`config.mk`:
```
export PLATFORM = sky130hd
export DESIGN_NAME = irmf_ctrl
export DESIGN_NICKNAME = d
export VERILOG_FILES = /design/src/sv/irmf_pkg.sv /design/src/sv/irmf_ctrl.sv
export SDC_FILE = /design/constraint.sdc
export NUM_CORES = 1
export LEC_CHECK = 0
export ABC_AREA = 1
export BUFFER_PORTS_ARGS = -buffer_cell sky130_fd_sc_hd__buf_2
export CAP_MARGIN = 20
export CORE_UTILIZATION = 50
export DETAILED_ROUTE_END_ITERATION = 10
export PLACE_DENSITY = 0.84
export RECOVER_POWER = 100
export SYNTH_ARGS = -nofsm -noshare
export SYNTH_HDL_FRONTEND = slang
export SYNTH_SLANG_ARGS = --single-unit
```
`constraint.sdc`:
```
create_clock -name clk -period 1.5 [get_ports clk]
set_input_delay 0.3 -clock clk [delete_from_list [all_inputs] [get_ports clk]]
set_output_delay 0.3 -clock clk [all_outputs]
set_load 0.1 [all_outputs]
```
`src/sv/irmf_pkg.sv`:
```
`timescale 1ns / 1ps
// ----------------------------------------------------------------------------
// irmf_pkg
// shared widths, command and status types for the ising ring flip block
// ----------------------------------------------------------------------------
package irmf_pkg;

    localparam int unsigned START_W     = 13;
    localparam int unsigned LEN_W       = 14;
    localparam int unsigned RND_W       = 32;
    localparam int unsigned ACC_W       = 16;
    localparam int unsigned SITE_OUT_W  = 13;
    localparam int unsigned TOTAL_OUT_W = 15;
    // remainder plus window start
    localparam int unsigned SUM_W       = 15;

    localparam int unsigned CNT_W       = 5;
    // iterations minus one for the remainder pass
    localparam logic [CNT_W-1:0] PASS_A_LAST = CNT_W'(RND_W - 1);

    typedef enum logic [1:0] {
        RD_SITE,
        RD_LEFT,
        RD_RIGHT
    } irmf_rd_sel_t;

    typedef struct packed {
        logic         clr_write;
        logic         load;
        logic         div_step;
        logic         sum_load;
        logic         mul_step;
        logic         part_step;
        logic         fold;
        irmf_rd_sel_t rd_sel;
        logic         cap_s;
        logic         cap_l;
        logic         update;
    } irmf_cmd_t;

    typedef struct packed {
        logic clr_last;
    } irmf_stat_t;

endpackage

```
`src/sv/irmf_ctrl.sv`:
```
`timescale 1ns / 1ps
// ----------------------------------------------------------------------------
// irmf_ctrl
// sequencer: clearing pass, remainder steps, ring fold, three spin reads, update
// ----------------------------------------------------------------------------
module irmf_ctrl
    import irmf_pkg::*;
(
    input  logic       clk,
    input  logic       rst_n,
    input  logic       start,
    output logic       busy,
    input  irmf_stat_t stat,
    output irmf_cmd_t  cmd
);

    typedef enum logic [3:0] {
        CLEAR,
        IDLE,
        DIV_A,
        SUM,
        MUL,
        PART,
        FOLD,
        READ_S,
        READ_L,
        READ_R,
        UPD
    } state_t;

    state_t           state_reg;
    state_t           state_next;
    logic             busy_reg;
    logic [CNT_W-1:0] cnt_reg;
    logic [CNT_W-1:0] cnt_next;

    always_comb
    begin
        state_next = state_reg;
        cnt_next   = cnt_reg;
        cmd        = '0;
        cmd.rd_sel = RD_SITE;
        case (state_reg)
            CLEAR:
            begin
                cmd.clr_write = 1'b1;
                if (stat.clr_last)
                begin
                    state_next = IDLE;
                end
            end
            IDLE:
            begin
                if (start)
                begin
                    cmd.load   = 1'b1;
                    cnt_next   = PASS_A_LAST;
                    state_next = DIV_A;
                end
            end
            DIV_A:
            begin
                cmd.div_step = 1'b1;
                cnt_next     = cnt_reg - 1'b1;
                if (cnt_reg == '0)
                begin
                    state_next = SUM;
                end
            end
            SUM:
            begin
                cmd.sum_load = 1'b1;
                state_next   = MUL;
            end
            MUL:
            begin
                cmd.mul_step = 1'b1;
                state_next   = PART;
            end
            PART:
            begin
                cmd.part_step = 1'b1;
                state_next    = FOLD;
            end
            FOLD:
            begin
                cmd.fold   = 1'b1;
                state_next = READ_S;
            end
            READ_S:
            begin
                cmd.rd_sel = RD_SITE;
                state_next = READ_L;
            end
            READ_L:
            begin
                cmd.rd_sel = RD_LEFT;
                cmd.cap_s  = 1'b1;
                state_next = READ_R;
            end
            READ_R:
            begin
                cmd.rd_sel = RD_RIGHT;
                cmd.cap_l  = 1'b1;
                state_next = UPD;
            end
            UPD:
            begin
                cmd.update = 1'b1;
                state_next = IDLE;
            end
            default:
            begin
                state_next = IDLE;
            end
        endcase
    end

    always_ff @(posedge clk or negedge rst_n)
    begin
        if (!rst_n)
        begin
            state_reg <= CLEAR;
            busy_reg  <= 1'b1;
            cnt_reg   <= '0;
        end
        else
        begin
            state_reg <= state_next;
            busy_reg  <= (state_next != IDLE);
            cnt_reg   <= cnt_next;
        end
    end

    assign busy = busy_reg;

    a_busy_idle: assert property (@(posedge clk) disable iff (!rst_n)
        (state_reg == IDLE) == !busy_reg)
        else $error("busy out of step with idle state");

    a_accept_div: assert property (@(posedge clk) disable iff (!rst_n)
        (start && !busy_reg) |=> (state_reg == DIV_A))
        else $error("accepted word did not start the divider");

    a_upd_once: assert property (@(posedge clk) disable iff (!rst_n)
        (state_reg == UPD) |=> (state_reg == IDLE))
        else $error("update not followed by idle");

endmodule

```
* Word-level counts from Yosys, hierarchy flattened
Cells that the tools add are included.
** Storage, ports and cells
- Memory bits (writable) :: 0
- Memory bits (read-only) :: 0
- Word-level logic and storage cells :: 38
- Memories :: 0
- Input bits :: 4
- Output and inout port bits :: 13
- Flip-flop bits (word level) :: 10
- Bits in latches :: 0
** Cells by class
- Multiplexer cells :: 18
- Equal/unequal tests :: 12
- Reduce and logical (&&, ||, !) cells :: 4
- Add/sub/neg operators :: 1
- Shifts and indexed selects :: 0
- Order comparisons :: 0
- Multipliers :: 0
- Div/mod/pow operators :: 0
- Bitwise operators :: 0
** Operators by type and width (count)
- 4-bit case mux with 10 select lines :: 1
- 4-bit by 3-bit equality test with 1-bit output (second input constant) :: 4
- 4-bit equality test (second input constant) :: 3
- 4-bit 2-to-1 mux :: 3
- 1-bit 2-to-1 mux :: 11
- 5-bit case mux with 2 select lines :: 1
- 4-bit by 2-bit equality test with 1-bit output (second input constant) :: 2
- 5-bit zero test :: 1
- 5-bit 2-to-1 mux :: 1
- 5-bit by 1-bit subtractor with 5-bit output (second input constant) :: 1
- 4-bit by 1-bit equality test with 1-bit output (second input constant) :: 1
- 4-bit zero test :: 1
- 4-bit by 1-bit inequality test with 1-bit output (second input constant) :: 1
- 2-bit case mux with 2 select lines :: 1
- 2-bit inequality test (second input constant) :: 1
- 2-bit AND reduction :: 1
- 2-bit nonzero test :: 1

* Depth between registers and ports, before layout
Gate-level depths: netlist (run 1).
- Depth after elaboration :: 4
- Mapped depth :: 9
- Mapped depth without buffers :: 9

* Least setup slack after synthesis (run 1)
No wires, ideal clock.
- Kind :: reg-to-output
- From :: register state_reg[3]
- To :: output port cmd[3] in the netlist's numbering
- Path buffers :: 1
- Data arrival time :: 2.468 ns
- Setup slack :: -1.268 ns
- Required time :: 1.200 ns
- Cell stages (with the launch flop) :: 6
- Cells stage by stage :: dfrtp_1 > inv_1 > nor2_1 > inv_1 > nor2_1 > buf_4
** RTL lines
- start, declared :: line irmf_ctrl.sv:31 : state_t state_reg;
- start signal, assigned :: line irmf_ctrl.sv:129 : state_reg <= state_next;
- end, declared :: line irmf_ctrl.sv:14 : output irmf_cmd_t cmd

==> results of run 1 <==
worst register-to-register path, stage by stage, from the launching register on:
cell and delay (ns):
dfrtp_1 0.40, inv_1 0.14, ha_1 0.26, nand2_1 0.08
o21ai_0 0.21, nand3_1 0.13, o21ai_1 0.15, inv_1 0.08
kinds of logic after synthesis:
group / count (synthesis)
DFF: 10
adders and majority gates: 2
AOI/OAI and AO/OA: 10
buffers and inverters: 25
and+or+nand+nor: 46
xor gates and xnor gates: 1
final timing paths:
path                       depth (start not counted)          from            to
setup / recovery                                   5  state_reg[0]        cmd[8]
hold / removal                                     5          stat  state_reg[0]
setup reg to reg                                   7    cnt_reg[1]    cnt_reg[4]
hold reg to reg                                    2    cnt_reg[1]    cnt_reg[1]
max in group asynchronous                          2         rst_n  state_reg[3]
min in group asynchronous                          2         rst_n    cnt_reg[2]
stage by stage:
step | std cells | utilization, % | area [um2] | setup TNS (ns)
5_1_grt | 137 | 97.6 | 1140 | -2.47
6_report | 137 | 97.6 | 1140 | -1.97
2_1_floorplan | 94 | - | 723 | -1.27
3_3_place_gp | 122 | 84.1 | 985 | 0
3_5_place_dp | 122 | 84.1 | 985 | 0
4_1_cts | 133 | 93.3 | 1090 | -1.11
what timing repair did:
action,in CTS,in global routing
hold endpoints to repair,9,0
gates resized for setup,11,7
setup endpoints to repair,12,13
pin swaps,8,4
buffers inserted,6,4
hold buffers,1,0
layout by cell type, fill, tap and decap left out:
master	synthesis	final
buf_12	0	13
nor2_1	18	12
nand2_1	14	11
inv_1	20	10
buf_4	2	10
nor2_4	2	9
inv_2	2	7
nand2_2	2	5
clkinvlp_4	0	5
nand3_1	5	5
o21ai_0	5	5
dfrtp_1	9	5
dfrtp_2	0	4
clkbuf_4	0	3
o21ai_1	2	2
a21oi_2	2	2
ha_1	2	2
clkbuf_1	0	2
buf_2	0	2
nand2_4	1	1
clkinv_4	0	1
o21ai_2	1	1
nand3_2	1	1
nand4_1	1	1
nand3b_1	1	1
xnor2_1	1	1
dfstp_2	1	1
dlygate4sd3_1	0	1
metal layers:
metal	global-route usage, %	part of all wire [%]	vias to the layer above
met3	5.20	10	20
met4	17.2	5.3	0
met1	43.4	36	382
li1	-	-	336
met2	53.8	48	82
met5	0	0	-
final cells by class:
cell class / instances / area, um2
clock buffer: 4 / 26.3
fill: 17 / 27.5
timing repair buffer: 27 / 359
multi-input combinational: 59 / 374
sequential: 10 / 256
inverter: 23 / 110
tap: 14 / 17.5
==> metrics.txt, run 1 <==
DIE WIDTH about 39 um; Worst Skew ~0.017 ns; Crit path required time between 1 and 1.5 ns; DRT iter0 DRCs 51; GR Util All Layers 33.6%; Mapped Cells between 90 and 100; grt ovf 0; maxcap violations 0; Die Area between 1000 and 1500 um2; Initial Util between 50% and 60%; max FFs per register 5; worst slew pin tran around 0.55 ns; worst reg2reg setup slack -0.07 ns; Synth top cells by count inv_1 (20), nor2_1 (18), nand2_1 (14), dfrtp_1 (9); Worst-Skew Late Latency roughly 0.27 ns; final net count 130; Post-synth EDFFs 0; n_diodes 0; Rows 12; count of final max-slew check failures 0; root buffer cell clkbuf_4; Synth Area in Adders under 10%; top-count cell post-synth inv_1; Avg Cell Area, Syn a little over 7 um2; largest stage delay on the critical path approximately 0.48 ns; num ports 17; Arrival @ worst endpoint 1.42 ns; Syn. warnings 0; Total Wirelength about 2.6 mm; Clock Path Buffers 2; sequential-to-total area share from yosys stat 37.5%; CTS tree built; first-pass GRT wire length between 3 and 4 mm; CP max FO 4; routability cong. 0.787; share of cells above drive strength 1 around 53%; Final setup viols 14; Synth Net Count 100; cells along the critical path nand2_1 > inv_1 > nand2_1 > clkinvlp_4 > buf_12; final hold violations 0; Max Clk Rate slightly below 0.6 GHz; Distinct cells, synth 22; Pre-Repair DR Iteration Count 6; post-synthesis xor/xnor area fraction roughly 1.3%; CTS buffer count 3; endpoint class of the critical path primary output; Core ar. 1170 um2; mux contribution to synthesized area 0%; slowest CP cell dfrtp_2; crit share post-route 114%; vias in the first global route just under 700; Via Count slightly above 800; Worst-path clk slew around 0.08 ns; Rel. slew slack roughly 63%; largest family of logic cells by synthesized area simple AND/OR/NAND/NOR gates; Final min period 1.72 ns; HP Class primary input to flip-flop; DP Worst Slack approximately 0.083 ns; most used cell, CP nand2_1; Synth Area in Simple Gates roughly a third; Port Buffers 16; Mapped Area approximately 670 um2; die height approximately 39 um; hold_ws 0.430 ns; Yosys top cell by area dfrtp_1; Vias per Instance ~6; RSZ-0062 raised after global routing true; FF+latch count, synth 10; Layout area overhead 70.5%; Detailed Place HPWL between 1 and 1.5 mm; cell family with most CP delay flip-flops; CTS Sinks 10; antenna viol nets, final 0; area fraction of the dominant cell type after synthesis 33.6%; CP bufs+invs 3; WS Path Type flip-flop to primary output; H-Tree Level Count 1; ys async rst share 100%; Top FF cell, synth dfrtp_1; failing checks negative setup slack; initial antenna violation count 0; wire per inst ~19 um; Synth Area in Compound Gates around 9.1%; post-route DRC violation count 0; Startpoint Class flip-flop; fin worst setup slack -0.217 ns; synth top area cells dfrtp_1 (34%), inv_1 (11%), nor2_1 (10%), nand2_1 (7.8%), dfstp_2 (3.9%); largest net degree at the start of global routing 11; status complete, but fails checks
Power of run 1 is left out: the tool's default activity adds up to more than one toggle a clock period on the data nets, which glitch-free logic cannot reach.
==> run 2, diff against run 1 <==
- BUFFER_PORTS_ARGS: -buffer_cell sky130_fd_sc_hd__buf_2 -> -buffer_cell sky130_fd_sc_hd__buf_4
==> run 2 against run 1 <==
  * The flow now stops in global routing (5_1_grt)
  * Synthesized cell count is the same
  * Synthesized area is the same
==> metrics.txt, run 2 <==
status did not finish (was complete, but fails checks); stopping stage global routing (5_1_grt); Error [ERROR DPL-0038] Utilization greater than 100%, impossible to legalize; Synth top cells by count inv_1 (20), nor2_1 (18), nand2_1 (14), dfrtp_1 (9) (unchanged); die height 38.6 um (unchanged); ys async rst share 100% (unchanged); DIE WIDTH 38.6 um (unchanged); num ports 17 (unchanged); routability cong. 0.799 (was 0.787); top-count cell post-synth inv_1 (unchanged); Mapped Cells 94 (unchanged); Initial Util 57.3% (unchanged); DP Worst Slack 0.0298 ns (was 0.0826 ns); Distinct cells, synth 22 (unchanged); Syn. warnings 0 (unchanged); H-Tree Level Count 1 (unchanged); sequential-to-total area share from yosys stat 37.5% (unchanged); Rows 12 (unchanged); worst ep type top-level output; Yosys top cell by area dfrtp_1 (unchanged); Clock Path Buffers 2 (unchanged); Detailed Place HPWL 1.10 mm (was 1.18 mm); Top FF cell, synth dfrtp_1 (unchanged); Placed Cells 123 (was 122); Port Buffers 16 (unchanged); CTS Sinks 10 (unchanged); Post-synth EDFFs 0 (unchanged); root buffer cell clkbuf_4 (unchanged); synth top area cells dfrtp_1 (34%), inv_1 (11%), nor2_1 (10%), nand2_1 (7.8%), dfstp_2 (3.9%) (unchanged); largest net degree at the start of global routing 11; grt repair worst endpoint cmd[2]; area fraction of the dominant cell type after synthesis 33.6% (unchanged); Avg Cell Area, Syn 7.13 um2 (unchanged); Mapped Area 671 um2 (unchanged); FF+latch count, synth 10 (unchanged); CTS buffer count 3 (unchanged); Synth Net Count 100 (unchanged)
==> run 2: cell counts after synthesis <==
Identical to the previous run, type by type.
==> run 2: kinds of logic after synthesis <==
logic type	count (synthesis)	share of synthesized area, %
flops	10	37.5
xor+xnor	1	1.31
compound gates	10	9.14
buf+inv	25	15.3
simple gates	46	33.0
fa+ha+maj	2	3.73
==> run 2: timing repair <==
item / CTS
endpoints found under the hold margin: 9
setup buffers: 9
pin swaps: 7
endpoints found under the setup margin: 12
resized for setup: 49
hold buffers: 1
==> run 2: metrics by stage <==
step | area (um2) | hold slack [ns]
after floorplan | 723 | 0.00441
after global placement | 837 | 0.132
after detailed placement | 837 | 0.132
after CTS | 1140 | 0.383
==> run 3, diff against run 2 <==
- CORE_AREA: unset -> 2 2 63 65
- CORE_UTILIZATION: 50 -> unset
- DIE_AREA: unset -> 0 0 65 67
- PLACE_DENSITY: 0.84 -> unset
- PLACE_DENSITY_LB_ADDON: unset -> 0.15
==> run 3 against run 2 <==
  * The flow now finishes, with violations (negative setup slack)
==> metrics.txt, run 3 (synthesis gave the netlist of run 1 again) <==
GR Util All Layers under 10%; initial antenna violation count 0; crit share post-route 107%; Layout area overhead 84.0%; Worst-Skew Late Latency between 0.2 and 0.25 ns; Startpoint Class flip-flop; cell family with most CP delay flip-flops; CP bufs+invs 2; CP max FO 5; num ports 17 (unchanged); Detailed Place HPWL 1.17 mm (was 1.10 mm); Arrival @ worst endpoint 1.31 ns; H-Tree Level Count 1 (unchanged); final net count 130; Crit path required time between 1 and 1.5 ns; Rel. slew slack 60.6%; cells along the critical path nor2_4 > nand3_4 > clkinvlp_4 > buf_12; Max Clk Rate slightly above 0.6 GHz; Final Util 34.2%; most frequent cells in the layout buf_4 (12), buf_12 (12), inv_1 (11), nor2_1 (11); share of cells above drive strength 1 roughly 55%; HP Class primary input to flip-flop; routability cong. 0.748 (was 0.799); post-route DRC violation count 0; count of final max-slew check failures 0; n_diodes 0; DIE WIDTH 65 um (was 38.6 um); first-pass GRT wire length 2.82 mm; slowest CP cell dfrtp_2; failing checks negative setup slack; wire per inst 9.15 um; Final min period roughly 1.6 ns; Via Count 663; largest net degree at the start of global routing 11; Pre-Repair DR Iteration Count 4; DP Worst Slack 0.00198 ns (was 0.0298 ns); WS Path Type flip-flop to primary output; DP Area 880 um2 (was 837 um2); Initial Util 18.6% (was 57.3%); worst slew pin tran between 0.5 and 0.6 ns; final hold violations 0; vias in the first global route 630; Crit. Startpoint state_reg[2]; CTS buffer count 3 (unchanged); Die Area between 4000 and 5000 um2; antenna viol nets, final 0; Worst Hold Launch start; die height 67 um (was 38.6 um); fin worst setup slack -0.109 ns; Final Cell Area around 1200 um2; endpoint class of the critical path primary output; Critical R2R Launch state_reg[0]; max FFs per register 5; maxcap violations 0; grt ovf 0; Worst-path clk slew 0.05 ns; status complete, but fails checks (was did not finish); DRT iter0 DRCs 13; CTS Sinks 10 (unchanged); Total Wirelength about 1.6 mm; Worst Skew around 0.0008 ns; Vias per Instance 3.88; Clock Path Buffers 2 (unchanged); largest stage delay on the critical path 0.45 ns; Final setup viols 11; RSZ-0062 raised after global routing true; Port Buffers 16 (unchanged); Rows 22 (was 12); CTS tree built; Core ar. between 3000 and 4000 um2; root buffer cell clkbuf_8 (was clkbuf_4)
## run 3: worst paths after layout
kind / end / slack [ns] / depth (start not counted)
max reg2reg: busy / 0.09 / 8
max: cmd[10] / -0.11 / 4
min: state_reg[0] / 0.45 / 4
min in group asynchronous: cnt_reg[0] / 0.58 / 2
max in group asynchronous: state_reg[1] / 0.50 / 2
min reg2reg: cnt_reg[1] / 0.52 / 2
## run 3: timing repair
action | CTS | global route
hold buffers | 1 | 0
setup endpoints to repair | 12 | 12
hold endpoints to repair | 9 | 0
buffers inserted | 6 | 3
pin swaps | 8 | 8
resized for setup | 55 | 5
## run 3: worst min-delay path, delay by kind of cell
| family | cells | cell delay, ns |
|---|---|---|
| simple gates | 3 | 0.23 |
| buf+inv | 1 | 0.10 |
## run 3: metrics by stage
| step | TNS [ns] | std cells | hold slack (ns) |
|---|---|---|---|
| floorplan | -1.27 | 94 | 0.00441 |
| global placement | 0 | 157 | 0.142 |
| detailed placement | 0 | 157 | 0.142 |
| CTS | -1.03 | 168 | 0.440 |
| global route | -1.52 | 171 | 0.477 |
| finish | -0.907 | 171 | 0.450 |
## run 3: layout make-up
cell class              instances  area, um2
fillers                       385       2370
multi-input cells              59        394
repair buffers                 27        355
flip-flops and latches         10        256
inverters                      23        113
well taps                      48       60.1
clock buffers                   4       55.1
## run 3: layer usage
metal  up-vias  GRT usage, %  wire (um)
met5         -             0          0
met4         0          3.19          8
met3         2          2.20         62
met2        15          13.8        769
met1       307          10.6        724
li1        339             -          -
Power of run 3 is left out for the same reason.
